`src/rtl/sams_pkg.sv`:
```
// ----------------------------------------------------------------------------
// sams_pkg: shared types and constants of the servo angle map and sweep block
// Command, status and register index codes, and field widths.
// ----------------------------------------------------------------------------
`default_nettype none

package sams_pkg;

  localparam int unsigned AngleW = 13;
  localparam int unsigned PulseW = 12;
  localparam int unsigned CmdW   = 2;
  localparam int unsigned StatW  = 2;
  localparam int unsigned CfgIdxW = 3;
  localparam int unsigned CfgDataW = 13;

  // divider operands: |pulse delta| times |angle delta|, over an angle span
  localparam int unsigned NumW = PulseW + AngleW;
  localparam int unsigned DenW = AngleW;

  typedef enum logic [CmdW-1:0] {
    CMD_TARGET = 2'd0,
    CMD_TICK   = 2'd1,
    CMD_STOP   = 2'd2,
    CMD_NOP    = 2'd3
  } cmd_e;

  typedef enum logic [StatW-1:0] {
    ST_OK        = 2'd0,
    ST_REJECT    = 2'd1,
    ST_CLAMP_MAX = 2'd2,
    ST_CLAMP_MIN = 2'd3
  } status_e;

  typedef enum logic [CfgIdxW-1:0] {
    REG_MIN_ANGLE    = 3'd0,
    REG_CENTER_ANGLE = 3'd1,
    REG_MAX_ANGLE    = 3'd2,
    REG_MIN_PULSE    = 3'd3,
    REG_CENTER_PULSE = 3'd4,
    REG_MAX_PULSE    = 3'd5,
    REG_RANGE_LOW    = 3'd6,
    REG_RANGE_HIGH   = 3'd7
  } cfg_idx_e;

  localparam logic signed [AngleW-1:0] RstMinAngle    = 13'sd0;
  localparam logic signed [AngleW-1:0] RstCenterAngle = 13'sd900;
  localparam logic signed [AngleW-1:0] RstMaxAngle    = 13'sd1800;
  localparam logic [PulseW-1:0] RstMinPulse    = 12'd2300;
  localparam logic [PulseW-1:0] RstCenterPulse = 12'd1450;
  localparam logic [PulseW-1:0] RstMaxPulse    = 12'd600;
  localparam logic [PulseW-1:0] RstRangeLow    = 12'd500;
  localparam logic [PulseW-1:0] RstRangeHigh   = 12'd2500;

  typedef struct packed {
    logic [NumW-1:0] quotient;
    logic [DenW-1:0] remainder;
  } div_res_t;

endpackage

`default_nettype wire

```
`src/rtl/sams_div.sv`:
```
// ----------------------------------------------------------------------------
// sams_div: restoring unsigned divider
// Produces one quotient bit per cycle; done pulses once the result is ready.
// ----------------------------------------------------------------------------
`default_nettype none

module sams_div (
  input  wire logic                       clk_i,
  input  wire logic                       rst_ni,
  input  wire logic                       start_i,
  input  wire logic [sams_pkg::NumW-1:0]  dividend_i,
  input  wire logic [sams_pkg::DenW-1:0]  divisor_i,
  output logic                            done_o,
  output sams_pkg::div_res_t              res_o
);

  localparam int unsigned CntW = $clog2(sams_pkg::NumW);
  localparam logic [CntW-1:0] CntLast = CntW'(sams_pkg::NumW - 1);

  logic                         busy_q;
  logic                         done_q;
  logic [CntW-1:0]              cnt_q;
  logic [sams_pkg::NumW-1:0]    quo_q;
  logic [sams_pkg::DenW-1:0]    rem_q;
  logic [sams_pkg::DenW-1:0]    den_q;
  logic [sams_pkg::DenW:0]      shifted;
  logic [sams_pkg::DenW:0]      trial;
  logic                         fits;

  assign shifted = {rem_q, quo_q[sams_pkg::NumW-1]};
  assign trial   = shifted - {1'b0, den_q};
  assign fits    = shifted >= {1'b0, den_q};

  always_ff @(posedge clk_i or negedge rst_ni) begin
    if (!rst_ni) begin
      busy_q <= 1'b0;
      done_q <= 1'b0;
      cnt_q  <= '0;
    end else begin
      done_q <= 1'b0;
      if (start_i && !busy_q) begin
        busy_q <= 1'b1;
        cnt_q  <= '0;
      end else if (busy_q) begin
        if (cnt_q == CntLast) begin
          busy_q <= 1'b0;
          done_q <= 1'b1;
        end
        cnt_q <= cnt_q + CntW'(1);
      end
    end
  end

  always_ff @(posedge clk_i) begin
    if (start_i && !busy_q) begin
      quo_q <= dividend_i;
      rem_q <= '0;
      den_q <= divisor_i;
    end else if (busy_q) begin
      quo_q <= {quo_q[sams_pkg::NumW-2:0], fits};
      rem_q <= fits ? trial[sams_pkg::DenW-1:0] : shifted[sams_pkg::DenW-1:0];
    end
  end

  assign done_o          = done_q;
  assign res_o.quotient  = quo_q;
  assign res_o.remainder = rem_q;

endmodule

`default_nettype wire

```
`src/rtl/servo_angle_map_sweep.sv`:
```
// ----------------------------------------------------------------------------
// servo_angle_map_sweep: servo angle to pulse mapper with 1 us/tick sweep
// Maps target angles through a three point piecewise linear curve, steps the
// driven pulse toward the target on each tick, and sweeps to center on stop.
//
//   Input words (cmd_i, target_angle_i) arrive on in_valid_i/in_ready_o and
//   each one yields exactly one output word (pulse_us_o, status_o,
//   busy_res_o) on out_valid_o/out_ready_i. The user must write registers
//   through cfg_we_i/cfg_idx_i/cfg_wdata_i only while no word is in flight;
//   the block does not enforce this. Target and stop words that interpolate
//   pass setup, multiply, divider load, the divider steps (one per quotient
//   bit), done and finish before output valid rises; words that clamp or hit
//   the center point pass setup and finish, tick and no-op words finish only.
//   The shared restoring divider works one quotient bit a cycle. One word is
//   in work at a time; in_ready_o is high only when idle.
//   A finished word waits in the output register; while the receiver stalls
//   the block still accepts and works the next word, and holds its result
//   until the output register frees.
//   Reset loads the default curve, centers position and target at 1450 us
//   and leaves the output on.
// ----------------------------------------------------------------------------
`default_nettype none

module servo_angle_map_sweep (
  input  wire logic                              clk_i,
  input  wire logic                              rst_ni,
  input  wire logic                              cfg_we_i,
  input  wire logic [sams_pkg::CfgIdxW-1:0]      cfg_idx_i,
  input  wire logic [sams_pkg::CfgDataW-1:0]     cfg_wdata_i,
  input  wire logic                              in_valid_i,
  output logic                                   in_ready_o,
  input  wire logic [sams_pkg::CmdW-1:0]         cmd_i,
  input  wire logic signed [sams_pkg::AngleW-1:0] target_angle_i,
  output logic                                   out_valid_o,
  input  wire logic                              out_ready_i,
  output logic [sams_pkg::PulseW-1:0]            pulse_us_o,
  output logic [sams_pkg::StatW-1:0]             status_o,
  output logic                                   busy_res_o
);

  localparam int unsigned AW = sams_pkg::AngleW;
  localparam int unsigned PW = sams_pkg::PulseW;
  localparam int unsigned SW = PW + 2;

  typedef enum logic [5:0] {
    S_IDLE  = 6'b000001,
    S_SETUP = 6'b000010,
    S_MUL   = 6'b000100,
    S_START = 6'b001000,
    S_DIV   = 6'b010000,
    S_FIN   = 6'b100000
  } state_e;

  state_e state_q, state_d;

  // configuration
  logic signed [AW-1:0] min_angle_q, center_angle_q, max_angle_q;
  logic [PW-1:0] min_pulse_q, center_pulse_q, max_pulse_q, range_low_q, range_high_q;

  // block state
  logic [PW-1:0] pos_q, pos_d, tgt_q, tgt_d;
  logic          stopping_q, stopping_d, off_q, off_d;

  // work registers
  sams_pkg::cmd_e        cmd_q;
  logic signed [AW-1:0]  ang_q;
  logic [PW-1:0]         base_q;
  sams_pkg::status_e     map_st_q;
  logic                  interp_q;
  logic                  neg_q;
  logic [PW-1:0]         pmag_q;
  logic [AW-1:0]         amag_q;
  logic [AW-1:0]         den_q;
  logic [sams_pkg::NumW-1:0] prod_q;

  // output register
  logic                  out_valid_q;
  logic [PW-1:0]         out_pulse_q;
  sams_pkg::status_e     out_status_q;
  logic                  out_busy_q;

  logic                  in_fire;
  logic                  out_free;
  logic                  fin_fire;

  assign in_fire  = in_valid_i && in_ready_o;
  assign out_free = !out_valid_q || out_ready_i;
  assign fin_fire = (state_q == S_FIN) && out_free;

  // configuration writes
  always_ff @(posedge clk_i or negedge rst_ni) begin
    if (!rst_ni) begin
      min_angle_q    <= sams_pkg::RstMinAngle;
      center_angle_q <= sams_pkg::RstCenterAngle;
      max_angle_q    <= sams_pkg::RstMaxAngle;
      min_pulse_q    <= sams_pkg::RstMinPulse;
      center_pulse_q <= sams_pkg::RstCenterPulse;
      max_pulse_q    <= sams_pkg::RstMaxPulse;
      range_low_q    <= sams_pkg::RstRangeLow;
      range_high_q   <= sams_pkg::RstRangeHigh;
    end else if (cfg_we_i) begin
      unique case (sams_pkg::cfg_idx_e'(cfg_idx_i))
        sams_pkg::REG_MIN_ANGLE:    min_angle_q    <= $signed(cfg_wdata_i[AW-1:0]);
        sams_pkg::REG_CENTER_ANGLE: center_angle_q <= $signed(cfg_wdata_i[AW-1:0]);
        sams_pkg::REG_MAX_ANGLE:    max_angle_q    <= $signed(cfg_wdata_i[AW-1:0]);
        sams_pkg::REG_MIN_PULSE:    min_pulse_q    <= cfg_wdata_i[PW-1:0];
        sams_pkg::REG_CENTER_PULSE: center_pulse_q <= cfg_wdata_i[PW-1:0];
        sams_pkg::REG_MAX_PULSE:    max_pulse_q    <= cfg_wdata_i[PW-1:0];
        sams_pkg::REG_RANGE_LOW:    range_low_q    <= cfg_wdata_i[PW-1:0];
        sams_pkg::REG_RANGE_HIGH:   range_high_q   <= cfg_wdata_i[PW-1:0];
        default: ;
      endcase
    end
  end

  // segment selection
  logic gt_max, lt_min, lt_ctr, gt_ctr, lower;
  logic signed [AW:0] ang_x, lo_x, hi_x, ad_w, den_w;
  logic signed [PW:0] pd_w, pd_neg;

  assign gt_max = ang_q > max_angle_q;
  assign lt_min = ang_q < min_angle_q;
  assign lt_ctr = ang_q < center_angle_q;
  assign gt_ctr = ang_q > center_angle_q;
  assign lower  = lt_ctr;

  always_comb begin
    ang_x = {ang_q[AW-1], ang_q};
    lo_x  = lower ? {min_angle_q[AW-1], min_angle_q} : {center_angle_q[AW-1], center_angle_q};
    hi_x  = lower ? {center_angle_q[AW-1], center_angle_q} : {max_angle_q[AW-1], max_angle_q};
    ad_w  = ang_x - lo_x;
    den_w = hi_x - lo_x;
    pd_w  = lower ? ($signed({1'b0, center_pulse_q}) - $signed({1'b0, min_pulse_q}))
                  : ($signed({1'b0, max_pulse_q}) - $signed({1'b0, center_pulse_q}));
    pd_neg = -pd_w;
  end

  always_ff @(posedge clk_i) begin
    if (in_fire) begin
      cmd_q <= sams_pkg::cmd_e'(cmd_i);
      ang_q <= (sams_pkg::cmd_e'(cmd_i) == sams_pkg::CMD_TARGET) ? target_angle_i
                                                                 : center_angle_q;
    end
    if (state_q == S_SETUP) begin
      interp_q <= 1'b0;
      map_st_q <= sams_pkg::ST_OK;
      if (gt_max) begin
        base_q   <= max_pulse_q;
        map_st_q <= sams_pkg::ST_CLAMP_MAX;
      end else if (lt_min) begin
        base_q   <= min_pulse_q;
        map_st_q <= sams_pkg::ST_CLAMP_MIN;
      end else if (lt_ctr || gt_ctr) begin
        base_q   <= lower ? min_pulse_q : center_pulse_q;
        interp_q <= 1'b1;
      end else begin
        base_q <= center_pulse_q;
      end
      neg_q  <= pd_w[PW];
      pmag_q <= pd_w[PW] ? pd_neg[PW-1:0] : pd_w[PW-1:0];
      amag_q <= ad_w[AW-1:0];
      den_q  <= den_w[AW-1:0];
    end
    if (state_q == S_MUL) begin
      prod_q <= pmag_q * amag_q;
    end
  end

  // shared divider
  logic               div_done;
  sams_pkg::div_res_t div_res;

  sams_div u_div (
    .clk_i      (clk_i),
    .rst_ni     (rst_ni),
    .start_i    (state_q == S_START),
    .dividend_i (prod_q),
    .divisor_i  (den_q),
    .done_o     (div_done),
    .res_o      (div_res)
  );

  // sequencer
  always_comb begin
    state_d = state_q;
    unique case (state_q)
      S_IDLE: begin
        if (in_fire) begin
          if (sams_pkg::cmd_e'(cmd_i) == sams_pkg::CMD_TARGET ||
              sams_pkg::cmd_e'(cmd_i) == sams_pkg::CMD_STOP) begin
            state_d = S_SETUP;
          end else begin
            state_d = S_FIN;
          end
        end
      end
      S_SETUP: begin
        state_d = (!gt_max && !lt_min && (lt_ctr || gt_ctr)) ? S_MUL : S_FIN;
      end
      S_MUL:   state_d = S_START;
      S_START: state_d = S_DIV;
      S_DIV: begin
        if (div_done) begin
          state_d = S_FIN;
        end
      end
      S_FIN: begin
        if (out_free) begin
          state_d = S_IDLE;
        end
      end
      default: state_d = S_IDLE;
    endcase
  end

  // result and state update
  logic [SW-1:0]     q_ext, q_adj, qs, pmap;
  logic              in_rng;
  logic [PW-1:0]     drive;
  sams_pkg::status_e st_out;

  always_comb begin
    q_ext  = {2'b00, div_res.quotient[PW-1:0]};
    q_adj  = q_ext + SW'(div_res.remainder != '0);
    qs     = !interp_q ? '0 : (neg_q ? -q_adj : q_ext);
    pmap   = {2'b00, base_q} + qs;
    in_rng = ($signed(pmap) >= $signed({2'b00, range_low_q})) &&
             ($signed(pmap) <= $signed({2'b00, range_high_q}));

    pos_d      = pos_q;
    tgt_d      = tgt_q;
    stopping_d = stopping_q;
    off_d      = off_q;
    st_out     = sams_pkg::ST_OK;
    drive      = pos_q;

    case (cmd_q) inside
      sams_pkg::CMD_TARGET, sams_pkg::CMD_STOP: begin
        if (in_rng) begin
          tgt_d  = pmap[PW-1:0];
          st_out = map_st_q;
          if (cmd_q == sams_pkg::CMD_TARGET) begin
            stopping_d = 1'b0;
            off_d      = 1'b0;
          end
        end else begin
          st_out = sams_pkg::ST_REJECT;
        end
        if (cmd_q == sams_pkg::CMD_STOP) begin
          stopping_d = 1'b1;
        end
        drive = off_d ? '0 : pos_q;
      end
      sams_pkg::CMD_TICK: begin
        if (off_q) begin
          drive = '0;
        end else begin
          drive = pos_q;
          if (pos_q < tgt_q) begin
            pos_d = pos_q + PW'(1);
          end else if (pos_q > tgt_q) begin
            pos_d = pos_q - PW'(1);
          end else if (stopping_q) begin
            off_d = 1'b1;
          end
        end
      end
      default: begin
        drive = off_q ? '0 : pos_q;
      end
    endcase
  end

  always_ff @(posedge clk_i or negedge rst_ni) begin
    if (!rst_ni) begin
      state_q     <= S_IDLE;
      pos_q       <= sams_pkg::RstCenterPulse;
      tgt_q       <= sams_pkg::RstCenterPulse;
      stopping_q  <= 1'b0;
      off_q       <= 1'b0;
      out_valid_q <= 1'b0;
    end else begin
      state_q <= state_d;
      if (fin_fire) begin
        pos_q       <= pos_d;
        tgt_q       <= tgt_d;
        stopping_q  <= stopping_d;
        off_q       <= off_d;
        out_valid_q <= 1'b1;
      end else if (out_ready_i) begin
        out_valid_q <= 1'b0;
      end
    end
  end

  always_ff @(posedge clk_i) begin
    if (fin_fire) begin
      out_pulse_q  <= drive;
      out_status_q <= st_out;
      out_busy_q   <= pos_d != tgt_d;
    end
  end

  assign in_ready_o    = (state_q == S_IDLE);
  assign out_valid_o   = out_valid_q;
  assign pulse_us_o    = out_pulse_q;
  assign status_o      = out_status_q;
  assign busy_res_o    = out_busy_q;

  // checks
  a_off_implies_stop: assert property (@(posedge clk_i) disable iff (!rst_ni)
    off_q |-> stopping_q)
    else $error("output off without stopping");

  a_fin_holds: assert property (@(posedge clk_i) disable iff (!rst_ni)
    (state_q == S_FIN) && out_valid_q && !out_ready_i |=> (state_q == S_FIN))
    else $error("result left finish while output blocked");

  a_div_done_state: assert property (@(posedge clk_i) disable iff (!rst_ni)
    div_done |-> (state_q == S_DIV))
    else $error("divider finished outside divide state");

  a_accept_next: assert property (@(posedge clk_i) disable iff (!rst_ni)
    in_fire |=> (state_q == S_SETUP) || (state_q == S_FIN))
    else $error("accepted word did not start work");

endmodule

`default_nettype wire
```
`config.mk`:
```
export PLATFORM = sky130hd
export DESIGN_NAME = servo_angle_map_sweep
export DESIGN_NICKNAME = d
export VERILOG_FILES = /design/src/rtl/sams_pkg.sv /design/src/rtl/sams_div.sv /design/src/rtl/servo_angle_map_sweep.sv
export SDC_FILE = /design/constraint.sdc
export NUM_CORES = 1
export LEC_CHECK = 0
export CELL_PAD_IN_SITES_DETAIL_PLACEMENT = 0
export CELL_PAD_IN_SITES_GLOBAL_PLACEMENT = 1
export CORE_UTILIZATION = 50
export DETAILED_ROUTE_END_ITERATION = 6
export DONT_BUFFER_PORTS = 1
export GPL_ROUTABILITY_DRIVEN = 0
export GPL_TIMING_DRIVEN = 0
export PLACE_DENSITY = 0.84
export SYNTH_ARGS = -nofsm -noshare
export SYNTH_HDL_FRONTEND = slang
export SYNTH_SLANG_ARGS = --single-unit
```
`constraint.sdc`:
```
create_clock -name clk_i -period 7.2 [get_ports clk_i]
set_input_delay 2.16 -clock clk_i [delete_from_list [all_inputs] [get_ports clk_i]]
set_output_delay 2.16 -clock clk_i [all_outputs]
set_load 0.02 [all_outputs]
```
Yosys cells after proc, flatten, opt, wreduce, memory -nomap -nowiden
Cells that the tools add are included.

Reductions and logical operators: 36. Multiply operators: 1. Magnitude comparators: 9. $add $sub $neg: 12. Mux-type cells: 55. Equal/unequal tests: 21.

Operators with widths (number): $mux W12 (15); $mux W13 (5); $mux W25 (2); $sub A13 B13 Y13 (3); $pmux W6 S6 (1); $mux W6 (5); $ge A14 B13 Y1 (2); $mux W14 (2); $gt A13 B13 Y1 (2); $lt A13 B13 Y1 (2); $sub A12 B12 Y13 (2); $mul A12 B13 Y25 (1); $mux W1 (22); $reduce_and A2 Y1 (10); $add A12 B14 Y14 (1); $le A14 B13 Y1 (1); $neg A13 Y14 (1); $add A12 B1 Y13 (1); $reduce_bool A13 Y1 (1); $add A12 B1 Y12 const B (1); $eq A3 B3 Y1 const B (4); $gt A12 B12 Y1 (1); $lt A12 B12 Y1 (1); $ne A12 B12 Y1 (1); other kinds (27) (47).

Word-level logic and storage cells: 168. Register bits after elaboration: 299. Output and inout port bits: 17. Bits of input ports: 36.

Longest topological paths before layout
Gate-level depths: netlist of run 1.

Word-level depth: 12. Gate-level depth with buffers: 33. Mapped depth without buffers: 31.

By module
A second synthesis of run 1 with hierarchy kept.

Cell total of the unflattened synthesis: 2348. Area total of the unflattened synthesis: 23055.9 µm².

Modules (own cells, without submodules): servo_angle_map_sweep (seq. area each 6637.6 µm², cells each 2091, area an instance 20017.9 µm², times used 1); sams_div (seq. area each 1576.5 µm², cells each 257, area an instance 3037.9 µm², times used 1).

Worst setup path before layout of run 1
No wires, ideal clock.

Path type: register to register. Start: register u_div.rem_q[12] in the netlist's numbering. End: register out_busy_q (netlist: busy_res_o) (data pin). Path buffers: 2. Path slack: 1.405 ns. Stages on the path, launching flop included: 31. Library setup time: 0.269 ns. Arrival time: 5.526 ns. Cells stage by stage: dfxtp_1 or4_1 nor4_1 ha_1 ha_1 inv_1 ha_1 or2_1 a21oi_2 nor3b_1 o21a_1 ha_1 o21ai_0 nor2b_1 a21oi_1 nand4_1 nand2_1 a21oi_1 xnor2_1 ha_1 a211oi_1 nand2_1 o221ai_1 nand3_1 a211o_1 buf_6 buf_12 mux2i_1 xor2_1 nor4_1 nand3_1.

Word-level cells in the longest chain between the ends: 11.

Ends and longest elaborated chain: start, declared (RTL line sams_div.sv:24) `logic [sams_pkg::DenW-1:0] rem_q;`; start signal, assigned (RTL line sams_div.sv:61) `rem_q <= fits ? trial[sams_pkg::DenW-1:0] : shifted[sams_pkg::DenW-1:0];`; $reduce_bool A13 Y1 (*) (RTL line servo_angle_map_sweep.sv:224) `q_adj = q_ext + SW'(div_res.remainder != '0);`; $add A12 B1 Y13 (*) (RTL line servo_angle_map_sweep.sv:224); $neg A13 Y14 (*) (RTL line servo_angle_map_sweep.sv:225) `qs = !interp_q ? '0 : (neg_q ? -q_adj : q_ext);`; $mux W14 (*) (2 in a row) (RTL line servo_angle_map_sweep.sv:225); $add A12 B14 Y14 (*) (RTL line servo_angle_map_sweep.sv:226) `pmap = {2'b00, base_q} + qs;`; $ge A14 B13 Y1 or $le A14 B13 Y1 (tied branches) (RTL line servo_angle_map_sweep.sv:227, servo_angle_map_sweep.sv:228); $logic_and A1 B1 Y1 (RTL line servo_angle_map_sweep.sv:227) `in_rng = ($signed(pmap) >= $signed({2'b00, range_low_q})) &&`; $mux W12 (*) (RTL line servo_angle_map_sweep.sv:239) `if (in_rng) begin`; $mux W12 (*) (RTL line servo_angle_map_sweep.sv:237) `case (cmd_q) inside`; $ne A12 B12 Y1 (*) (RTL line servo_angle_map_sweep.sv:300) `out_busy_q <= pos_d != tgt_d;`; end signal, assigned (RTL line servo_angle_map_sweep.sv:300); end, declared (RTL line servo_angle_map_sweep.sv:80) `logic out_busy_q;`.

Mark *: on every way between the ends. The rest lies on a longest branch, timed or not. A chain may end at the register's enable or synchronous reset.

Worst setup path in the final report of run 1
Start: register u_div.rem_q[0] in the netlist's numbering. End: register out_busy_q (netlist: busy_res_o) (data pin).

The elaborated chain is that of the path after synthesis.

==> reports/qor.yml, run 1 <==
grt:
  grt_overflow: 0
  antenna_found_initial: 1
  grt_pass1_vias: 16800
  grt_pass1_wl_um: 89100
  grt_max_degree: 140
  global_route.usage.total_pct: 24.4
hold_path:
  holdCritPathClass: "flip-flop to flip-flop"
logic_synthesis:
  synth_edf_count: 147
  synth_simple_gate_area_share_pct: 13.1
  synthMuxAreaShare_pct: 5.36
  synth_top_flop_cell: "edfxtp_1"
  syn_avg_cell_area_sq_um: 9.79
  synth_top_family_by_area: "adder cells"
  syn_inst: 2318
  synth_area_sq_mm: 0.0227
  synth.net_count: 2700
  ys_warn_count: 0
  synth_cell_type_count: 73
  synth-seq-area-share_pct: 36.2
  synth_compound_area_share_pct: 11.4
  async_flop_share_pct: 46.5
  synth_adder_area_share_pct: 22.9
  synth-xor-area-share_pct: 4.75
  ys_ff_latch: 299
floorplanning:
  io_pins: 53
  die_h_um: 215
  rows: 77
  initial_core_util_pct: 51.0
  die-area_sq_mm: 0.0463
  die_x_um: 215
  core-area_sq_mm: 0.0445
setup_path:
  worstSetupPathType: "flip-flop to flip-flop"
  start_kind: "flip-flop"
  rrSetupSlack_ns: 0.37
  worst_path_most_repeated_cell: "ha_1"
  slowest_delay_ns: 0.57
  worstPathRequired_ns: 7.49
  crit_slowest_cell: "or4_1"
  crit_family: "simple AND/OR/NAND/NOR gates"
  arrival_ns: 7.13
  crit_path_end_kind: "flip-flop"
  cp_max_fo: 10
  crit_buf_inv: 3
layout:
  drive_above_1_share_pct: 9.04
  nFillCells: 3919
  fin_nets: 2742
  syn2layout_area_growth_pct: 9.56
  layout.cells.non_filler: 2982
power_and_ir_drop:
  p_switching_mw: 5.79
  clkPwrFrac_pct: 14.8
  total_power_mw: 13.2
  p_sw_share_pct: 43.8
  power.density_mw_per_mm2: 531
  p_leak_nw: 11.1
  share_seq_of_total_power_pct: 22.3
  ir_drop_mv: 0.732
  pwr-share-comb_pct: 62.9
  internal-power_mw: 7.42
cts:
  ctsLongestPathBuffers: 3
  cts_buffers: 37
  cts-htree-levels: 2
  cts_tree: "done"
  clock_latency_ns: 0.57
  hold_buffers: 0
  path_clk_slew_ns: 0.06
  root_buffer: "clkbuf_16"
  cts_sinks: 299
route:
  routed_wirelength_um: 54900
  dr.pass1.iters: 5
  avgViaCountPerCell: 5.54
  num_vias: 16500
  ant_nets: 0
  drc: 0
  routedWlPerCell_um: 18.4
  drtIter0Drc: 1034
placed_design:
  dp.cells: 2913
  port_buffers: 0
  hpwl_um: 42800
timing:
  final_hold_viol_count: 0
  setup_viol: 0
  fin_crit_ns: 6.83
  holdWs_ns: 0.417
  fin_crit_sh_pct: 94.9
  finalClockSkew_ns: 0.0362
  slew_headroom_pct: 15.9
  fmax_ghz: 0.146
  rsz0062_at_grt: "no"
  slew_viol_final: 0
  tightest_slew_ns: 1.26
run_status:
  outcome: "finished, final reports clean"
flow_run:
  cap_violations: 0
-- layout by cell type, fill, tap and decap left out, types with 42 or more instances in the layout --
cell type  count
inv_1        291
a21oi_1       90
mux2i_1       43
dfstp_2       49
nand2_1      306
edfxtp_1     147
ha_1         230
nor2_1        94
o21ai_0      181
mux2_2        69
xnor2_1       81
clkbuf_1      74
clkbuf_16     42
fa_1         116
dfrtp_1       90
and2_1        70
-- logic make-up (layout without fill, tap and decap cells) --
group	after synthesis	in the layout
buf+inv	372	443
fa+ha+maj	346	346
flops	299	299
other cells	0	1
compound gates	430	430
mux	113	113
xor+xnor	123	123
simple gates	635	635
-- synthesized netlist by cell type, types with 39 or more instances --
library cell / number / share of area [%]
ha_1: 230 / 13
clkbuf_1: 69 / 1.1
a21oi_1: 93 / 2.1
a21o_1: 39 / 1.3
nand2_1: 306 / 5.1
o21ai_0: 182 / 4.0
inv_1: 291 / 4.8
and2_1: 70 / 1.9
dfstp_2: 49 / 5.7
edfxtp_1: 147 / 19
xnor2_1: 84 / 3.2
mux2_2: 69 / 3.4
mux2i_1: 44 / 1.9
dfrtp_1: 90 / 9.9
xor2_1: 39 / 1.5
fa_1: 116 / 10
nor2_1: 94 / 1.6
-- what timing repair did --
item,4_1_cts,5_1_grt
cloned,0,0
resized for setup,3,14
buffers inserted,0,0
pin swaps,0,2
setup endpoints to repair,25,26
-- worst register-to-register path, delay by kind of cell (launching register included) --
kind | cells | cell delay (ns)
fa+ha+maj | 5 | 1.23
compound gates | 10 | 1.88
simple gates | 10 | 2.23
mux | 1 | 0.14
buf+inv | 3 | 0.34
xor+xnor | 2 | 0.40
flops | 1 | 0.35
-- power by group through the flow --
stage                     combinational [mW]  clock (mW)  sequential, mW
after floorplan                         6.46           0            2.84
after global placement                  7.99           0            2.96
after detailed placement                8.25           0            2.97
after CTS                               8.35        1.99            2.94
after global routing                    9.49        2.05            2.98
final                                   8.31        1.95            2.95
-- layer usage --
metal	track usage, %	up-vias	share of wire, %
met2	38.2	475	44
met3	4.05	80	6.5
met4	8.98	0	3.4
li1	-	7912	-
met1	34.1	8060	46
met5	0	-	0
-- cell type report --
| type | count | area, sq um | area share, % |
|---|---|---|---|
| buffer | 80 | 332 | 1.33 |
| timing repair buffer | 3 | 42.5 | 0.171 |
| clock inverter | 14 | 140 | 0.563 |
| inverter | 292 | 1100 | 4.41 |
| clock buffer | 54 | 1160 | 4.65 |
| tap | 592 | 741 | 2.98 |
| multi-input combinational | 1647 | 13100 | 52.9 |
| antenna | 1 | 2.50 | 0.0101 |
| sequential | 299 | 8210 | 33.0 |
-- registers in the layout, indices dropped and copies added, names as in the netlist, 5 cells and up --
name	cells
amag_q	13
ang_q	13
base_q	12
center_angle_q	13
center_pulse_q	12
den_q	13
max_angle_q	13
max_pulse_q	12
min_angle_q	13
min_pulse_q	12
pmag_q	12
pos_q	12
prod_q	25
pulse_us_o	12
range_high_q	12
range_low_q	12
state_q	6
tgt_q	12
u_div.cnt_q	5
u_div.den_q	13
u_div.quo_q	25
u_div.rem_q	13
-- per-stage QoR --
step           area [sq um]  utilization [%]  setup TNS (ns)  setup WS, ns
4_1_cts               24800             55.7               0         0.112
5_1_grt               24900             55.9               0        0.0848
6_report              24900             55.9               0         0.368
3_3_place_gp          23400             52.7           -1.89        -0.205
3_5_place_dp          23500             52.8           -5.42        -0.430
2_1_floorplan         22700                -               0          1.41
-- worst paths after layout --
| check | to | depth (start not counted) | start |
|---|---|---|---|
| worst max register to register | busy_res_o | 31 | u_div.rem_q[0] |
| min in group asynchronous | max_angle_q[11] | 0 | rst_ni |
| max in group asynchronous | pos_q[1] | 0 | rst_ni |
| worst min register to register | u_div.den_q[6] | 0 | den_q[6] |
| worst max-delay path | busy_res_o | 31 | u_div.rem_q[0] |
| worst min-delay path | u_div.den_q[6] | 0 | den_q[6] |
Note: power is estimated with default switching activity, not from simulation.
==> inputs of run 2 (changes only) <==
--- a/config.mk
+++ b/config.mk
@@ -13,6 +13,7 @@
 export GPL_ROUTABILITY_DRIVEN = 0
 export GPL_TIMING_DRIVEN = 0
 export PLACE_DENSITY = 0.84
+export RECOVER_POWER = 25
 export SYNTH_ARGS = -nofsm -noshare
 export SYNTH_HDL_FRONTEND = slang
 export SYNTH_SLANG_ARGS = --single-unit
==> reports/qor.yml, run 2 (same netlist as run 1, synthesis figures left out) <==
timing:
  tightest_slew_ns: 1.26
  slew_viol_final: 0
  rsz0062_at_grt: "no"
  setup_viol: 0
  finalClockSkew_ns: 0.0362
  fin_crit_ns: 6.83
  fin_crit_sh_pct: 94.9
  fmax_ghz: 0.146
  post-route-worst-setup-slack_ns: 0.367
  final_hold_viol_count: 0
  slew_headroom_pct: 15.9
  finalSetupTns_ns: 0
cts:
  ctsLongestPathBuffers: 3
  cts_tree: "done"
  root_buffer: "clkbuf_16"
  cts_buffers: 37
  cts_setup_buffers: 0
  hold_buffers: 0
  path_clk_slew_ns: 0.06
  cts_sinks: 299
  cts-htree-levels: 2
  clock_latency_ns: 0.57
power_and_ir_drop:
  total_power_mw: 13.2
  clkPwrFrac_pct: 14.8
  power.density_mw_per_mm2: 531
  p_leak_nw: 11.1
  internal-power_mw: 7.42
  p_switching_mw: 5.79
  pwr-share-comb_pct: 62.9
  share_seq_of_total_power_pct: 22.3
  ir_drop_mv: 0.732
  p_sw_share_pct: 43.8
route:
  dr.pass1.iters: 5
  ant_nets: 0
  routedWlPerCell_um: 18.4
  avgViaCountPerCell: 5.54
  drtIter0Drc: 1033
  drc: 0
  routed_wirelength_um: 54900
  num_vias: 16500
floorplanning:
  rows: 77
  die_x_um: 215
  die-area_sq_mm: 0.0463
  core-area_sq_mm: 0.0445
  initial_core_util_pct: 51.0
  io_pins: 53
  die_h_um: 215
setup_path:
  worstSetupStartpoint: "u_div.rem_q[0]"
  reg2reg_from: "u_div.rem_q[0]"
  cp_max_fo: 10
  worstSetupPathType: "flip-flop to flip-flop"
  r2r-end: "busy_res_o"
  worst_path_most_repeated_cell: "ha_1"
  worstPathRequired_ns: 7.49
  rrSetupSlack_ns: 0.37
  start_kind: "flip-flop"
  reg2reg_depth: 31
  crit_path_end_kind: "flip-flop"
  slowest_delay_ns: 0.57
  crit_path_end: "busy_res_o"
  crit_slowest_cell: "or4_1"
  arrival_ns: 7.13
layout:
  layout_commonest_cell: "nand2_1"
  reg.largest.list: "prod_q (25), u_div.quo_q (25)"
  fin_nets: 2742
  mostFrequentLayoutCells: "nand2_1 (306), inv_1 (291), ha_1 (230)"
  syn2layout_area_growth_pct: 9.56
  drive_above_1_share_pct: 9.00
grt:
  grt_max_degree: 140
  globalRouteMet3Util_pct: 4.05
  grt_overflow: 0
  grt_pass1_vias: 16800
  met1_usage_pct: 34.1
  grt_pass1_wl_um: 89100
  antenna_found_initial: 1
  global_route.usage.total_pct: 24.4
  use_met2_pct: 38.2
  busiest_layer: "met2"
flow_run:
  cap_violations: 0
placed_design:
  hpwl_um: 42800
  place_ws_ns: -0.430
  port_buffers: 0
hold_path:
  holdCritPathClass: "flip-flop to flip-flop"
run_status:
  outcome: "finished, final reports clean"
==> run 2: timing repair <==
| action | 4_1_cts | 5_1_grt |
|---|---|---|
| gates resized for setup | 3 | 14 |
| setup endpoints to repair | 25 | 26 |
| pin swaps | 0 | 2 |
| hold endpoints to repair | 0 | 0 |
==> run 2: layer usage <==
| metal | wire length (um) | vias to the layer above |
|---|---|---|
| li1 | - | 7914 |
| met1 | 25200 | 8064 |
| met2 | 24300 | 472 |
| met3 | 3510 | 80 |
| met4 | 1870 | 0 |
| met5 | 0 | - |
==> run 2: worst min-delay path by stage <==
stage / cells after the start / end / start / slack [ns]
6_report: 0 / u_div.den_q[6] / den_q[6] / 0.42
3_3_place_gp: 0 / u_div.den_q[6] / den_q[6] / 0.40
2_1_floorplan: 0 / u_div.den_q[0] / den_q[0] / 0.40
3_5_place_dp: 0 / u_div.den_q[5] / den_q[5] / 0.40
4_1_cts: 0 / u_div.den_q[5] / den_q[5] / 0.42
5_1_grt: 0 / u_div.den_q[5] / den_q[5] / 0.42
==> run 2: stage by stage <==
stage | instance area, sq um | hold slack (ns) | std cells | utilization [%]
2_1_floorplan | 22700 | 0.400 | 2318 | -
3_3_place_gp | 23400 | 0.400 | 2910 | 52.7
3_5_place_dp | 23500 | 0.405 | 2913 | 52.8
4_1_cts | 24800 | 0.418 | 2981 | 55.7
5_1_grt | 24900 | 0.421 | 2981 | 55.9
6_report | 24900 | 0.417 | 2982 | 55.9
==> run 2: layout make-up <==
type | instances | area (sq um)
Timing Repair Buffer | 3 | 42.5
Buffer | 80 | 332
Fill cell | 3919 | 19600
Sequential cell | 299 | 8210
Tap cell | 592 | 741
Multi-Input combinational cell | 1647 | 13100
Antenna cell | 1 | 2.50
Clock inverter | 14 | 140
Clock buffer | 54 | 1160
Inverter | 292 | 1100
==> run 2: power by group through the flow <==
stage	Sequential, mW	Combinational (mW)	Clock, mW
2_1_floorplan	2.84	6.46	0
3_3_place_gp	2.96	7.99	0
3_5_place_dp	2.97	8.25	0
4_1_cts	2.94	8.35	1.99
5_1_grt	2.98	9.49	2.05
6_report	2.95	8.31	1.95
==> run 2: worst max-delay path: cells and delay by family, from the launching register on <==
kind	cells	cell delay [ns]
AO/OA/AOI/OAI	10	1.88
XOR/XNOR	2	0.40
adder cells (fa/ha/maj)	5	1.23
buffers and inverters	3	0.33
flip-flops	1	0.35
multiplexers	1	0.13
AND/OR/NAND/NOR	10	2.23
==> inputs of run 3 (changes only) <==
--- a/config.mk
+++ b/config.mk
@@ -7,12 +7,12 @@
 export LEC_CHECK = 0
 export CELL_PAD_IN_SITES_DETAIL_PLACEMENT = 0
 export CELL_PAD_IN_SITES_GLOBAL_PLACEMENT = 1
-export CORE_UTILIZATION = 50
+export CORE_UTILIZATION = 35
 export DETAILED_ROUTE_END_ITERATION = 6
 export DONT_BUFFER_PORTS = 1
 export GPL_ROUTABILITY_DRIVEN = 0
 export GPL_TIMING_DRIVEN = 0
-export PLACE_DENSITY = 0.84
+export PLACE_DENSITY = 0.64
 export RECOVER_POWER = 25
 export SYNTH_ARGS = -nofsm -noshare
 export SYNTH_HDL_FRONTEND = slang
==> reports/qor.yml, run 3 (same netlist as run 1, synthesis figures left out) <==
grt:
  grt_overflow: 0
  antenna_found_initial: 1
  grt_max_degree: 140
  global_route.usage.total_pct: 18.4
  grt_pass1_vias: 16800
  grt_pass1_wl_um: 95200
setup_path:
  crit_slowest_cell: "or4_1"
  worstPathRequired_ns: 7.50
  reg2reg_depth: 29
  reg2reg_from: "u_div.rem_q[12]"
  worstSetupPathType: "flip-flop to flip-flop"
  worstSetupStartpoint: "u_div.rem_q[12]"
  r2r-end: "busy_res_o"
  crit_path_end_kind: "flip-flop"
  start_kind: "flip-flop"
  cp_max_fo: 10
  worst_path_most_repeated_cell: "ha_1"
  slowest_delay_ns: 0.59
  arrival_ns: 7.15
  crit_path_end: "busy_res_o"
  rrSetupSlack_ns: 0.35
power_and_ir_drop:
  total_power_mw: 13.5
  p_leak_nw: 11.1
  share_seq_of_total_power_pct: 21.7
  p_sw_share_pct: 44.4
  pwr-share-comb_pct: 63.0
  ir_drop_mv: 0.544
  internal-power_mw: 7.52
  p_switching_mw: 6.00
  power.density_mw_per_mm2: 536
  clkPwrFrac_pct: 15.3
cts:
  clock_latency_ns: 0.57
  hold_buffers: 0
  cts_sinks: 299
  cts_buffers: 37
  root_buffer: "clkbuf_16"
  ctsLongestPathBuffers: 3
  cts_tree: "done"
  cts_setup_buffers: 0
  path_clk_slew_ns: 0.06
  cts-htree-levels: 2
timing:
  fin_crit_ns: 6.85
  slew_viol_final: 0
  fin_crit_sh_pct: 95.1
  tightest_slew_ns: 1.18
  final_hold_viol_count: 0
  rsz0062_at_grt: "yes"
  setup_viol: 0
  fmax_ghz: 0.146
  slew_headroom_pct: 21.4
  finalClockSkew_ns: 0.0136
  holdWs_ns: 0.497
layout:
  nFillCells: 6328
  fin_nets: 2742
  reg.largest.list: "prod_q (25), u_div.quo_q (25)"
  antennaDiodeCount: 0
  finalInstanceArea_sq_mm: 0.0252
  layout_commonest_cell: "nand2_1"
  mostFrequentLayoutCells: "nand2_1 (306), inv_1 (291), ha_1 (230)"
  drive_above_1_share_pct: 9.13
  syn2layout_area_growth_pct: 11.2
placed_design:
  port_buffers: 0
  hpwl_um: 47000
  place_area_sq_mm: 0.0238
route:
  wl_met3_um: 2360
  ant_nets: 0
  highest_layer: "met4"
  wl_met1_um: 28600
  routed_wirelength_um: 59900
  drtIter0Drc: 1006
  num_vias: 16400
  avgViaCountPerCell: 5.05
  routedWlPerCell_um: 18.5
  wl_met2_um: 27400
  dr.pass1.iters: 5
  drc: 0
floorplanning:
  die_h_um: 257
  die-area_sq_mm: 0.0659
  die_x_um: 257
  rows: 92
  initial_core_util_pct: 35.7
  core-area_sq_mm: 0.0635
  io_pins: 53
hold_path:
  holdCritPathClass: "flip-flop to flip-flop"
flow_run:
  cap_violations: 0
run_status:
  outcome: "finished, final reports clean"
run 3: cell types whose count changed in the layout (fill, tap and decap cells not counted), moves of 2 or more:
cell        before  now
bufinv_16        1    6
clkbuf_1        75   72
clkbuf_16       42   39
clkinvlp_4       2    4
run 3: layout make-up:
class | instances | area (sq um) | share of cell area (%)
repair buffers | 3 | 42.5 | 0.169
well taps | 846 | 1060 | 4.19
flip-flops and latches | 299 | 8210 | 32.5
plain buffers | 80 | 333 | 1.32
clock inverters | 20 | 295 | 1.17
multi-input cells | 1647 | 13100 | 52.1
clock buffers | 48 | 1060 | 4.20
inverters | 292 | 1100 | 4.34
run 3: what timing repair did:
action / in CTS / in global routing
resized for setup: 4 / 13
pin swaps: 0 / 1
hold endpoints to repair: 0 / 0
setup endpoints to repair: 15 / 26
run 3: power groups by stage:
| stage | sequential [mW] | clock [mW] | combinational, mW |
|---|---|---|---|
| 5_1_grt | 2.97 | 2.20 | 9.62 |
| 4_1_cts | 2.93 | 2.13 | 8.60 |
| 2_1_floorplan | 2.84 | 0 | 6.46 |
| 3_3_place_gp | 2.95 | 0 | 8.38 |
| 6_report | 2.93 | 2.08 | 8.52 |
| 3_5_place_dp | 2.96 | 0 | 8.53 |
run 3: worst max-delay path, delay by kind of cell (launching register included):
| family | cells | cell delay, ns |
|---|---|---|
| muxes | 2 | 0.27 |
| AOI/OAI and AO/OA | 7 | 1.53 |
| DFF | 1 | 0.35 |
| xor gates and xnor gates | 2 | 0.61 |
| adders and majority gates | 5 | 1.31 |
| and+or+nand+nor | 10 | 2.17 |
| buffers and inverters | 3 | 0.34 |
run 3: routing by layer:
metal	vias to the layer above	track usage, %
met5	-	0
li1	7932	-
met4	0	5.06
met2	297	29.8
met3	75	2.57
met1	8047	25.7
run 3: metrics by stage:
stage                     setup slack, ns  cells  setup TNS (ns)  utilization (%)
after floorplan                      1.41   2318               0                -
after global placement             -0.355   3164           -2.41             37.4
after detailed placement           -0.369   3167           -2.68             37.5
after CTS                          0.0353   3235               0             39.6
after global routing               -0.101   3235          -0.101             39.7
final                               0.353   3235               0             39.7
run 3: worst min-delay path by stage:
stage,start,to,cells past startpoint
detailed placement,state_q[4],state_q[3],1
floorplan,den_q[0],u_div.den_q[0],0
global placement,state_q[4],state_q[3],1
finish,state_q[4],state_q[3],1
CTS,state_q[4],state_q[3],1
global route,den_q[1],u_div.den_q[1],0
